==> config.mk <==
export PLATFORM = sky130hd
export DESIGN_NAME = unix_seconds_to_calendar_flat
export DESIGN_NICKNAME = d
export VERILOG_FILES = /design/src/rtl/ucal_pkg.sv /design/src/rtl/ucal_if.sv /design/src/rtl/ucal_daysplit.sv /design/src/rtl/ucal_tod.sv /design/src/rtl/ucal_date.sv /design/src/rtl/unix_seconds_to_calendar.sv /design/src/flat_wrapper.sv
export SDC_FILE = /design/constraint.sdc
export NUM_CORES = 1
export LEC_CHECK = 0
export BUFFER_PORTS_ARGS = -buffer_cell sky130_fd_sc_hd__clkbuf_2
export CAP_MARGIN = 20
export CORE_MARGIN = 5
export CORE_UTILIZATION = 35
export CTS_CLUSTER_DIAMETER = 200
export CTS_CLUSTER_SIZE = 14
export DETAILED_ROUTE_END_ITERATION = 16
export MAX_ROUTING_LAYER = met4
export SKIP_CTS_REPAIR_TIMING = 1
export SKIP_LAST_GASP = 1
export SLEW_MARGIN = 10
export SYNTH_ARGS = -nofsm -noshare
export SYNTH_HDL_FRONTEND = slang
export SYNTH_SLANG_ARGS = --single-unit
==> constraint.sdc <==
create_clock -name clk -period 8.26 [get_ports clk]
set_clock_uncertainty 0.15 [all_clocks]
set_input_delay 1.239 -clock clk [delete_from_list [all_inputs] [get_ports clk]]
set_output_delay 1.239 -clock clk [all_outputs]
set_load 0.02 [all_outputs]
==> src/rtl/ucal_pkg.sv <==
// shared constants and helper functions for the unix seconds to calendar converter
package ucal_pkg;

  // register stages from input to output register
  localparam int STAGES = 7;

  localparam logic [31:0] EPOCH_2000 = 32'd946684800;
  localparam logic [31:0] LAST_2099  = 32'd4102444799;

  localparam logic [16:0] SECS_PER_DAY   = 17'd86400;
  localparam logic [11:0] SECS_PER_HOUR  = 12'd3600;
  localparam logic [5:0]  SECS_PER_MIN   = 6'd60;
  localparam logic [10:0] DAYS_PER_CYCLE = 11'd1461;

  // reciprocal multipliers, exact for the stated dividend widths
  // day number: (rest >> 7) / 675, 25-bit dividend
  localparam int          DAY_K = 35;
  localparam logic [25:0] DAY_M = 26'(((64'd1 << DAY_K) + 64'd674) / 64'd675);
  // four-year cycle: day / 1461, 16-bit dividend
  localparam int          CYC_K = 27;
  localparam logic [16:0] CYC_M = 17'(((64'd1 << CYC_K) + 64'd1460) / 64'd1461);
  // hour: (sod >> 4) / 225, 13-bit dividend
  localparam int          HOUR_K = 21;
  localparam logic [13:0] HOUR_M = 14'(((64'd1 << HOUR_K) + 64'd224) / 64'd225);
  // minute: (rem >> 2) / 15, 10-bit dividend
  localparam int          MIN_K = 14;
  localparam logic [10:0] MIN_M = 11'(((64'd1 << MIN_K) + 64'd14) / 64'd15);

  typedef logic [8:0] doy_t;

  // first day of each year within a four-year cycle, leap year first
  function automatic logic [10:0] year_start(input logic [1:0] yic);
    logic [10:0] s;
    case (yic)
      2'd0:    s = 11'd0;
      2'd1:    s = 11'd366;
      2'd2:    s = 11'd731;
      2'd3:    s = 11'd1096;
      default: s = 11'd0;
    endcase
    return s;
  endfunction

  // first day of each month within the year, from the month length table
  function automatic doy_t month_start(input logic [3:0] idx, input logic leap);
    doy_t s;
    case (idx)
      4'd0:    s = 9'd0;
      4'd1:    s = 9'd31;
      4'd2:    s = 9'd59;
      4'd3:    s = 9'd90;
      4'd4:    s = 9'd120;
      4'd5:    s = 9'd151;
      4'd6:    s = 9'd181;
      4'd7:    s = 9'd212;
      4'd8:    s = 9'd243;
      4'd9:    s = 9'd273;
      4'd10:   s = 9'd304;
      4'd11:   s = 9'd334;
      default: s = 9'd0;
    endcase
    if (leap && (idx >= 4'd2)) begin
      s = s + 9'd1;
    end
    return s;
  endfunction

endpackage

==> src/rtl/ucal_if.sv <==
// valid/ready channel interfaces for timestamps in and calendar results out
interface ucal_in_if;
  logic        valid;
  logic        ready;
  logic [31:0] unix_seconds;

  modport source (output valid, output unix_seconds, input ready);
  modport sink (input valid, input unix_seconds, output ready);
endinterface

interface ucal_out_if;
  logic       valid;
  logic       ready;
  logic [6:0] year_offset;
  logic [3:0] month;
  logic [4:0] day;
  logic [4:0] hour;
  logic [5:0] minute;
  logic [5:0] second;
  logic       out_of_range;

  modport source (output valid, output year_offset, output month, output day, output hour,
                  output minute, output second, output out_of_range, input ready);
  modport sink (input valid, input year_offset, input month, input day, input hour,
                input minute, input second, input out_of_range, output ready);
endinterface

==> src/rtl/ucal_daysplit.sv <==
// stages 2 and 3: split seconds since 2000 into day number and second of day
module ucal_daysplit import ucal_pkg::*; (
  input  logic        clk,
  input  logic        en,
  input  logic [31:0] rest,
  output logic [15:0] day_num,
  output logic [16:0] sod
);

  logic [15:0] day_r, day_nxt;
  logic [31:0] rest2_r;
  logic [16:0] sod_r, sod_nxt;
  logic [50:0] day_prod;
  logic [32:0] back_prod;

  always_comb begin
    day_prod = 51'(rest[31:7]) * 51'(DAY_M);
    day_nxt  = day_prod[DAY_K+15:DAY_K];
  end

  always_comb begin
    back_prod = 33'(day_r) * 33'(SECS_PER_DAY);
    sod_nxt   = 17'(rest2_r - back_prod[31:0]);
  end

  always_ff @(posedge clk) begin
    if (en) begin
      day_r   <= day_nxt;
      rest2_r <= rest;
      sod_r   <= sod_nxt;
    end
  end

  assign day_num = day_r;
  assign sod     = sod_r;

endmodule

==> src/rtl/ucal_tod.sv <==
// stages 4 to 7: hour, minute and second from the second of day
module ucal_tod import ucal_pkg::*; (
  input  logic        clk,
  input  logic        en,
  input  logic [16:0] sod,
  output logic [4:0]  hour,
  output logic [5:0]  minute,
  output logic [5:0]  second
);

  logic [4:0]  hour4_r, hour4_nxt, hour5_r, hour6_r, hour7_r;
  logic [16:0] sod4_r;
  logic [11:0] remh5_r, remh5_nxt, remh6_r;
  logic [5:0]  min6_r, min6_nxt, min7_r;
  logic [5:0]  sec7_r, sec7_nxt;
  logic [26:0] hour_prod;
  logic [16:0] hour_back;
  logic [20:0] min_prod;
  logic [11:0] min_back;

  always_comb begin
    hour_prod = 27'(sod[16:4]) * 27'(HOUR_M);
    hour4_nxt = hour_prod[HOUR_K+4:HOUR_K];
  end

  always_comb begin
    hour_back = 17'(hour4_r) * 17'(SECS_PER_HOUR);
    remh5_nxt = 12'(sod4_r - hour_back);
  end

  always_comb begin
    min_prod = 21'(remh5_r[11:2]) * 21'(MIN_M);
    min6_nxt = min_prod[MIN_K+5:MIN_K];
  end

  always_comb begin
    min_back = 12'(min6_r) * 12'(SECS_PER_MIN);
    sec7_nxt = 6'(remh6_r - min_back);
  end

  always_ff @(posedge clk) begin
    if (en) begin
      hour4_r <= hour4_nxt;
      sod4_r  <= sod;
      hour5_r <= hour4_r;
      remh5_r <= remh5_nxt;
      hour6_r <= hour5_r;
      remh6_r <= remh5_r;
      min6_r  <= min6_nxt;
      hour7_r <= hour6_r;
      min7_r  <= min6_r;
      sec7_r  <= sec7_nxt;
    end
  end

  assign hour   = hour7_r;
  assign minute = min7_r;
  assign second = sec7_r;

endmodule

==> src/rtl/ucal_date.sv <==
// stages 3 to 7: year, month and day from the day number since 2000-01-01
module ucal_date import ucal_pkg::*; (
  input  logic        clk,
  input  logic        en,
  input  logic [15:0] day_num,
  output logic [6:0]  year_offset,
  output logic [3:0]  month,
  output logic [4:0]  day
);

  logic [4:0]  cyc3_r, cyc3_nxt, cyc4_r;
  logic [15:0] day3_r;
  logic [10:0] doc4_r, doc4_nxt;
  logic [6:0]  year5_r, year5_nxt, year6_r, year7_r;
  logic        leap5_r, leap5_nxt, leap6_r;
  doy_t        doy5_r, doy5_nxt, doy6_r;
  logic [3:0]  mi6_r, mi6_nxt;
  logic [3:0]  mon7_r, mon7_nxt;
  logic [4:0]  dom7_r, dom7_nxt;
  logic [32:0] cyc_prod;
  logic [15:0] cyc_back;
  logic [1:0]  yic;

  always_comb begin
    cyc_prod = 33'(day_num) * 33'(CYC_M);
    cyc3_nxt = cyc_prod[CYC_K+4:CYC_K];
  end

  always_comb begin
    cyc_back = 16'(cyc3_r) * 16'(DAYS_PER_CYCLE);
    doc4_nxt = 11'(day3_r - cyc_back);
  end

  // year within the four-year cycle
  always_comb begin
    if (doc4_r >= year_start(2'd3)) begin
      yic = 2'd3;
    end else if (doc4_r >= year_start(2'd2)) begin
      yic = 2'd2;
    end else if (doc4_r >= year_start(2'd1)) begin
      yic = 2'd1;
    end else begin
      yic = 2'd0;
    end
    year5_nxt = {cyc4_r, yic};
    leap5_nxt = (yic == 2'd0);
    doy5_nxt  = 9'(doc4_r - year_start(yic));
  end

  // month starts rise monotonically, so the last one passed wins
  always_comb begin
    mi6_nxt = 4'd0;
    for (int k = 1; k < 12; k++) begin
      if (doy5_r >= month_start(4'(k), leap5_r)) begin
        mi6_nxt = 4'(k);
      end
    end
  end

  always_comb begin
    mon7_nxt = mi6_r + 4'd1;
    dom7_nxt = 5'(doy6_r - month_start(mi6_r, leap6_r) + 9'd1);
  end

  always_ff @(posedge clk) begin
    if (en) begin
      cyc3_r  <= cyc3_nxt;
      day3_r  <= day_num;
      cyc4_r  <= cyc3_r;
      doc4_r  <= doc4_nxt;
      year5_r <= year5_nxt;
      leap5_r <= leap5_nxt;
      doy5_r  <= doy5_nxt;
      year6_r <= year5_r;
      leap6_r <= leap5_r;
      doy6_r  <= doy5_r;
      mi6_r   <= mi6_nxt;
      year7_r <= year6_r;
      mon7_r  <= mon7_nxt;
      dom7_r  <= dom7_nxt;
    end
  end

  assign year_offset = year7_r;
  assign month       = mon7_r;
  assign day         = dom7_r;

endmodule

==> src/rtl/unix_seconds_to_calendar.sv <==
// Converts a 32-bit Unix timestamp into the calendar date and time for the years 2000 to
// 2099 (no time zones, no leap seconds). It is a seven-stage pipeline: one transaction can
// enter every cycle unless a result waits untaken at the output, so the sustained rate is
// one timestamp per cycle. The whole pipeline advances together and
// holds while a finished result waits to be taken, which is the only thing that lowers
// in_ch.ready. The divisions by 86400, 1461, 3600 and 60 are reciprocal multiplications,
// each followed in the next stage by its multiply-back for the remainder. Timestamps
// outside 2000-01-01 00:00:00 to 2099-12-31 23:59:59 come out with out_of_range set and
// every other field zero.
module unix_seconds_to_calendar import ucal_pkg::*; (
  input  logic        clk,
  input  logic        rst_n,
  ucal_in_if.sink     in_ch,
  ucal_out_if.source  out_ch
);

  logic [STAGES-1:0] vld_r, vld_nxt;
  logic [STAGES-1:0] oor_r, oor_nxt;
  logic [31:0]       rest_r, rest_nxt;
  logic              en;
  logic [15:0]       day_num;
  logic [16:0]       sod;
  logic [6:0]        year_w;
  logic [3:0]        month_w;
  logic [4:0]        day_w;
  logic [4:0]        hour_w;
  logic [5:0]        minute_w;
  logic [5:0]        second_w;
  logic              oor_out;

  // everything moves unless the output holds a result nobody has taken
  assign en          = !vld_r[STAGES-1] || out_ch.ready;
  assign in_ch.ready = en;

  always_comb begin
    vld_nxt  = {vld_r[STAGES-2:0], in_ch.valid};
    oor_nxt  = {oor_r[STAGES-2:0],
                (in_ch.unix_seconds < EPOCH_2000) || (in_ch.unix_seconds > LAST_2099)};
    rest_nxt = in_ch.unix_seconds - EPOCH_2000;
  end

  always_ff @(posedge clk) begin
    if (!rst_n) begin
      vld_r <= '0;
    end else if (en) begin
      vld_r <= vld_nxt;
    end
  end

  always_ff @(posedge clk) begin
    if (en) begin
      oor_r  <= oor_nxt;
      rest_r <= rest_nxt;
    end
  end

  ucal_daysplit u_daysplit (
    .clk     (clk),
    .en      (en),
    .rest    (rest_r),
    .day_num (day_num),
    .sod     (sod)
  );

  ucal_tod u_tod (
    .clk    (clk),
    .en     (en),
    .sod    (sod),
    .hour   (hour_w),
    .minute (minute_w),
    .second (second_w)
  );

  ucal_date u_date (
    .clk         (clk),
    .en          (en),
    .day_num     (day_num),
    .year_offset (year_w),
    .month       (month_w),
    .day         (day_w)
  );

  assign oor_out = oor_r[STAGES-1];

  assign out_ch.valid        = vld_r[STAGES-1];
  assign out_ch.out_of_range = oor_out;
  assign out_ch.year_offset  = oor_out ? '0 : year_w;
  assign out_ch.month        = oor_out ? '0 : month_w;
  assign out_ch.day          = oor_out ? '0 : day_w;
  assign out_ch.hour         = oor_out ? '0 : hour_w;
  assign out_ch.minute       = oor_out ? '0 : minute_w;
  assign out_ch.second       = oor_out ? '0 : second_w;

endmodule

==> src/flat_wrapper.sv <==
// flat-port wrapper written by rule: the top's interface ports become plain ports
module unix_seconds_to_calendar_flat import ucal_pkg::*;
  (clk, rst_n, in_ch_valid, in_ch_unix_seconds, in_ch_ready, out_ch_valid, out_ch_year_offset, out_ch_month, out_ch_day, out_ch_hour, out_ch_minute, out_ch_second, out_ch_out_of_range, out_ch_ready);
  ucal_in_if in_ch_i ();
  ucal_out_if out_ch_i ();
  input  logic clk;
  input  logic rst_n;
  input wire logic [$bits(in_ch_i.valid)-1:0] in_ch_valid;
  input wire logic [$bits(in_ch_i.unix_seconds)-1:0] in_ch_unix_seconds;
  output wire logic [$bits(in_ch_i.ready)-1:0] in_ch_ready;
  output wire logic [$bits(out_ch_i.valid)-1:0] out_ch_valid;
  output wire logic [$bits(out_ch_i.year_offset)-1:0] out_ch_year_offset;
  output wire logic [$bits(out_ch_i.month)-1:0] out_ch_month;
  output wire logic [$bits(out_ch_i.day)-1:0] out_ch_day;
  output wire logic [$bits(out_ch_i.hour)-1:0] out_ch_hour;
  output wire logic [$bits(out_ch_i.minute)-1:0] out_ch_minute;
  output wire logic [$bits(out_ch_i.second)-1:0] out_ch_second;
  output wire logic [$bits(out_ch_i.out_of_range)-1:0] out_ch_out_of_range;
  input wire logic [$bits(out_ch_i.ready)-1:0] out_ch_ready;
  assign in_ch_i.valid = in_ch_valid;
  assign in_ch_i.unix_seconds = in_ch_unix_seconds;
  assign in_ch_ready = in_ch_i.ready;
  assign out_ch_valid = out_ch_i.valid;
  assign out_ch_year_offset = out_ch_i.year_offset;
  assign out_ch_month = out_ch_i.month;
  assign out_ch_day = out_ch_i.day;
  assign out_ch_hour = out_ch_i.hour;
  assign out_ch_minute = out_ch_i.minute;
  assign out_ch_second = out_ch_i.second;
  assign out_ch_out_of_range = out_ch_i.out_of_range;
  assign out_ch_i.ready = out_ch_ready;
  unix_seconds_to_calendar u_core (.clk(clk), .rst_n(rst_n), .in_ch(in_ch_i), .out_ch(out_ch_i));
endmodule
==> Yosys cells after proc, flatten, opt, wreduce, memory -nomap -nowiden <==
Memories as Yosys holds them, arrays and structs flattened.
Index checks and enable logic that the tools add are counted.
W data, S select, Z words.
{ "word_totals": {"reg_bits": 246, "mem_bits_ro": 144, "output_inout_bits": 36, "mem_count": 1} }
{ "classes": {"n_addsub": 10, "multipliers": 8, "order_cmp": 17, "n_eq_ne": 3, "muxes": 31, "reduce_logical": 7} }
{ "mem_list": {"columns": ["memory", "words", "word_bits", "rd", "rd_clocked_by_memory_dff", "wr", "line", "source"], "rows": [
  ["(name not given)", 16, 9, 1, 0, 0, "ucal_pkg.sv:47", "case (idx)"]
]} }
{ "ops": {"columns": ["operator", "count"], "rows": [
  ["$mul A25 B26 Y51 const B", 1],
  ["$ge A9 B8 Y1", 4],
  ["$pmux W9 S4", 1],
  ["$gt A32 B32 Y1 const B", 1],
  ["$lt A32 B30 Y1 const B", 1],
  ["$mux W4", 8],
  ["$sub A32 B30 Y32 const B", 1],
  ["$mul A16 B15 Y30 const B", 1],
  ["$ge A9 B9 Y1", 3],
  ["$mul A13 B14 Y26 const B", 1],
  ["$mul A10 B11 Y20 const B", 1],
  ["$ge A9 B7 Y1", 2],
  ["$sub A17 B17 Y17", 1],
  ["$mul A16 B10 Y10 const B", 1],
  ["$mux W5", 3],
  ["$mux W2", 6],
  ["$mux W6", 2],
  ["$sub A12 B12 Y12", 1],
  ["$ge A11 B10 Y1 const B", 1],
  ["$ge A11 B11 Y1 const B", 1],
  ["$ge A11 B9 Y1 const B", 1],
  ["$mul A5 B11 Y11 const B", 1],
  ["$sub A11 B11 Y11", 1],
  ["$add A5 B1 Y5 const B", 2],
  ["20 further kinds", 30]
]} }

==> Depth between registers and ports, before layout <==
{ "logic_depth": {"depth_word": 11, "depth_mapped": 24, "depth_no_buf": 24} }

==> By module <==
From an unflattened synthesis, not the netlist that was laid out.
{ "unflattened": {"cells_unflattened": 2822, "area_unflattened_um2": 30377.9} }
{ "by_module_without_submodules": {"columns": ["module", "n_inst", "cells_each", "area_each_um2"], "rows": [
  ["ucal_daysplit", 1, 1250, 12598.3],
  ["ucal_date", 1, 867, 9479.1],
  ["ucal_tod", 1, 469, 5748.0],
  ["unix_seconds_to_calendar", 1, 236, 2552.4]
]} }

==> Worst setup path before layout <==
No wires, ideal clock.
{ "synth_path": {"path_type": "input to output", "from": "input out_ch_ready", "to": "output in_ch_ready", "arrival_ns": 6.239, "t_required_ns": 6.871, "setup_slack_ns": 0.632, "stages": 3, "n_path_buf": 1, "cell_sequence": "nor2b_1 clkbuf_1 inv_1"} }
{ "synth_via": {"elab_chain_len": 1} }
{ "synth_rtl": {"columns": ["item", "line", "source"], "rows": [
  ["start: declaration", "flat_wrapper.sv:19", "input wire logic [$bits(out_ch_i.ready)-1:0] out_ch_ready;"],
  ["$logic_or A1 B1 Y1", "unix_seconds_to_calendar.sv:32", "assign en = !vld_r[STAGES-1] || out_ch.ready;"],
  ["end: declaration", "flat_wrapper.sv:10", "output wire logic [$bits(in_ch_i.ready)-1:0] in_ch_ready;"]
]} }
Every way passes these cells.

==> Worst setup path in the final report <==
{ "layout_path": {"from": "register u_core.rest_r[12]", "to": "register u_core.u_daysplit.day_r[9] (netlist: u_core.u_daysplit.day_num[9]), data pin"} }
{ "layout_via": {"elab_chain_len": 1} }
{ "layout_rtl": {"columns": ["item", "line", "source"], "rows": [
  ["start: declaration", "unix_seconds_to_calendar.sv:19", "logic [31:0] rest_r, rest_nxt;"],
  ["start signal: assignment", "unix_seconds_to_calendar.sv:53", "rest_r <= rest_nxt;"],
  ["$mul A25 B26 Y51", "ucal_daysplit.sv:17", "day_prod = 51'(rest[31:7]) * 51'(DAY_M);"],
  ["via u_core.u_daysplit.day_prod[44]", "ucal_daysplit.sv:13", "logic [50:0] day_prod;"],
  ["end signal: assignment", "ucal_daysplit.sv:28", "day_r <= day_nxt;"],
  ["end: declaration", "ucal_daysplit.sv:10", "logic [15:0] day_r, day_nxt;"]
]} }
The timed path passes the listed nets, and every way through them passes these cells.
A chain may end at the register's enable or synchronous reset.

==> out/qor.csv <==
metric,value,unit
DRC viols,0,
GP Congestion,0.901,
WL/cell,15.7,um
crit path max-delay cell type,edfxtp_1,
Yosys warning total,0,
TritonRoute pass-1 iters,4,
Post-synth ARST share,0,
GR Overflow Total,0,
root buffer cell,clkbuf_16,
CTS Buffer Depth,3,
Crit path largest cell delay,680,ps
first-pass GRT wire length,96900,um
sequential cell area fraction in the yosys report,0.253,
clock slew at reported path FFs,90,ps
RSZ-0062 raised after global routing,no,
period utilization,0.820,
Seq cells post-synth,246,
HPWL reported at the end of detailed placement,49300,um
worst endpoint required time,8420,ps
die width,298,um
"Cell Chain, Critical Path","fa_1, inv_1, fa_1, inv_1, ha_1, fa_1, inv_1, fa_1, fa_1, inv_1, fa_1, ha_1, a21oi_1, o21ai_0, o21ai_0, a21boi_2, o311ai_4, nand3_1, a311oi_1, nor3_1",
Max-cap violations,0,
Cells after Synth,2572,
Crit path top cell by count,fa_1,
R2R setup slack,1490,ps
core area,0.0821,mm^2
Worst Hold Launch,u_core.rest_r[1]$_DFFE_PP_,
Mapped Avg Cell Area,11.3,um^2
Die ar.,0.0885,mm^2
Clock Latency Late Sink,560,ps
Inserted Clock Buffers,21,
Crit Path Category,reg2reg,
"Cell Area, Synth",0.0289,mm^2
"Hold Vio Cnt, Final",0,
WL final,58700,um
RR Startpoint,u_core.rest_r[12]$_DFFE_PP_,
largest net degree at the start of global routing,114,
DP Area,0.0306,mm^2
# nets final,3661,
gr usage total,0.140,
antenna violations before repair,4,
"Design Area, Final",0.0312,mm^2
Via density,4.61,
# diodes,0,
main flop type after synthesis,edfxtp_1,
CP Max Fanout,12,
number of global-route vias before repair,18500,
htree depth,1,
die height,298,um
crit path launch type,flip-flop,
number of synthesized flops with an enable pin,239,
DR iter-0 viols,597,
post-route ant nets,0,
area grow syn2layout,7.86,%
Port-buffer cells,71,
initial core utilization,0.352,
Slew Limit Headroom,0.399,
status,completed,
Worst setup EP type,flip-flop,
CTS tree,yes,
Mapped Nets,3575,
Unique masters post-synth,73,
CP startpoint,u_core.rest_r[12]$_DFFE_PP_,
clock sinks,246,
Row Count,105,
worst slew pin tran,890,ps
final slew viol count,0,
setup violators final,0,
layout cell share with drive strength beyond 1,0.0454,
post-route minimum period,6770,ps
IO Pins,72,
worst hold-check path type,reg2reg,
fmax,148,MHz
CP arrival,6930,ps
final setup TNS,0,ps
worst hold slack,244,ps
Via Count,17200,
-- cell families after synthesis --
kind of cell	after synthesis	share of synthesized area
XOR/XNOR	129	0.0390
AO/OA/AOI/OAI	267	0.0626
multiplexers	7	0.00251
adder cells (fa/ha/maj)	967	0.506
AND/OR/NAND/NOR	250	0.0450
flip-flops	246	0.253
buffers and inverters	706	0.0918
-- registers in the layout, summed over array words and instances (netlist names), 9 cells and up --
register	count
u_core.u_daysplit.sod	17
u_core.u_date.doy5_r	9
u_core.rest_r	32
u_core.u_date.doc4_r	11
u_core.u_daysplit.rest2_r	17
u_core.u_tod.remh5_r	12
u_core.u_date.day3_r	11
u_core.u_tod.sod4_r	12
u_core.u_daysplit.day_num	16
-- synth_stat cells (17+ instances only) --
cell,instances,area (um^2)
nor3_1,17,85.1
nand2_1,58,218
fa_1,340,6810
xor2_1,39,342
ha_1,627,7850
o21ai_0,37,185
nor2_1,49,184
a21oi_1,75,375
inv_1,693,2600
edfxtp_1,239,7180
xnor2_1,90,788
a21o_1,43,323
nor2b_1,45,282
-- metrics by stage --
stage	worst slack (ps)	utilization	cells
after floorplan	632	-	2572
after global placement	1530	0.373	3704
after detailed placement	1450	0.373	3704
after CTS	1460	0.380	3737
after global routing	1140	0.380	3738
final	1490	0.380	3738
-- worst max-delay path, delay by kind of cell (launching register included) --
kind,cells,cell delay (ps)
buf+inv,4,190
fa+ha+maj,8,3670
flops,1,680
compound gates,6,1550
simple gates,2,280
-- per-layer routing --
metal / track usage / part of all wire / up-vias
li1: - / - / 8550
met1: 0.176 / 0.45 / 8361
met2: 0.236 / 0.48 / 244
met3: 0.0252 / 0.045 / 81
met4: 0.0343 / 0.027 / 0
met5: - / 0 / -
-- worst paths after layout --
| path | cells after the start | to |
|---|---|---|
| setup / recovery | 20 | u_core.u_daysplit.day_num[9]$_DFFE_PP_ |
| hold / removal | 0 | u_core.u_daysplit.rest2_r[1]$_DFFE_PP_ |
| setup reg to reg | 20 | u_core.u_daysplit.day_num[9]$_DFFE_PP_ |
| hold reg to reg | 0 | u_core.u_daysplit.rest2_r[1]$_DFFE_PP_ |
-- placed cells by master, fill, tap and decap left out, types with 43 or more instances in the layout --
cell	Yosys	routed
inv_1	693	692
ha_1	627	627
fa_1	340	340
edfxtp_1	239	239
xnor2_1	90	90
a21oi_1	75	75
clkbuf_2	0	71
nand2_1	58	58
nor2_1	49	49
nor2b_1	45	45
a21o_1	43	43
-- layout make-up --
class | instances | area (um^2)
clock buffers | 31 | 563
well taps | 1070 | 1340
flip-flops and latches | 246 | 7320
fillers | 8039 | 50900
repair buffers | 76 | 405
inverters | 693 | 2610
multi-input cells | 1620 | 19000
clock inverters | 2 | 16.3
Power is left out: the tool's default activity adds up to more than one toggle a clock period on the data nets, which glitch-free logic cannot reach.
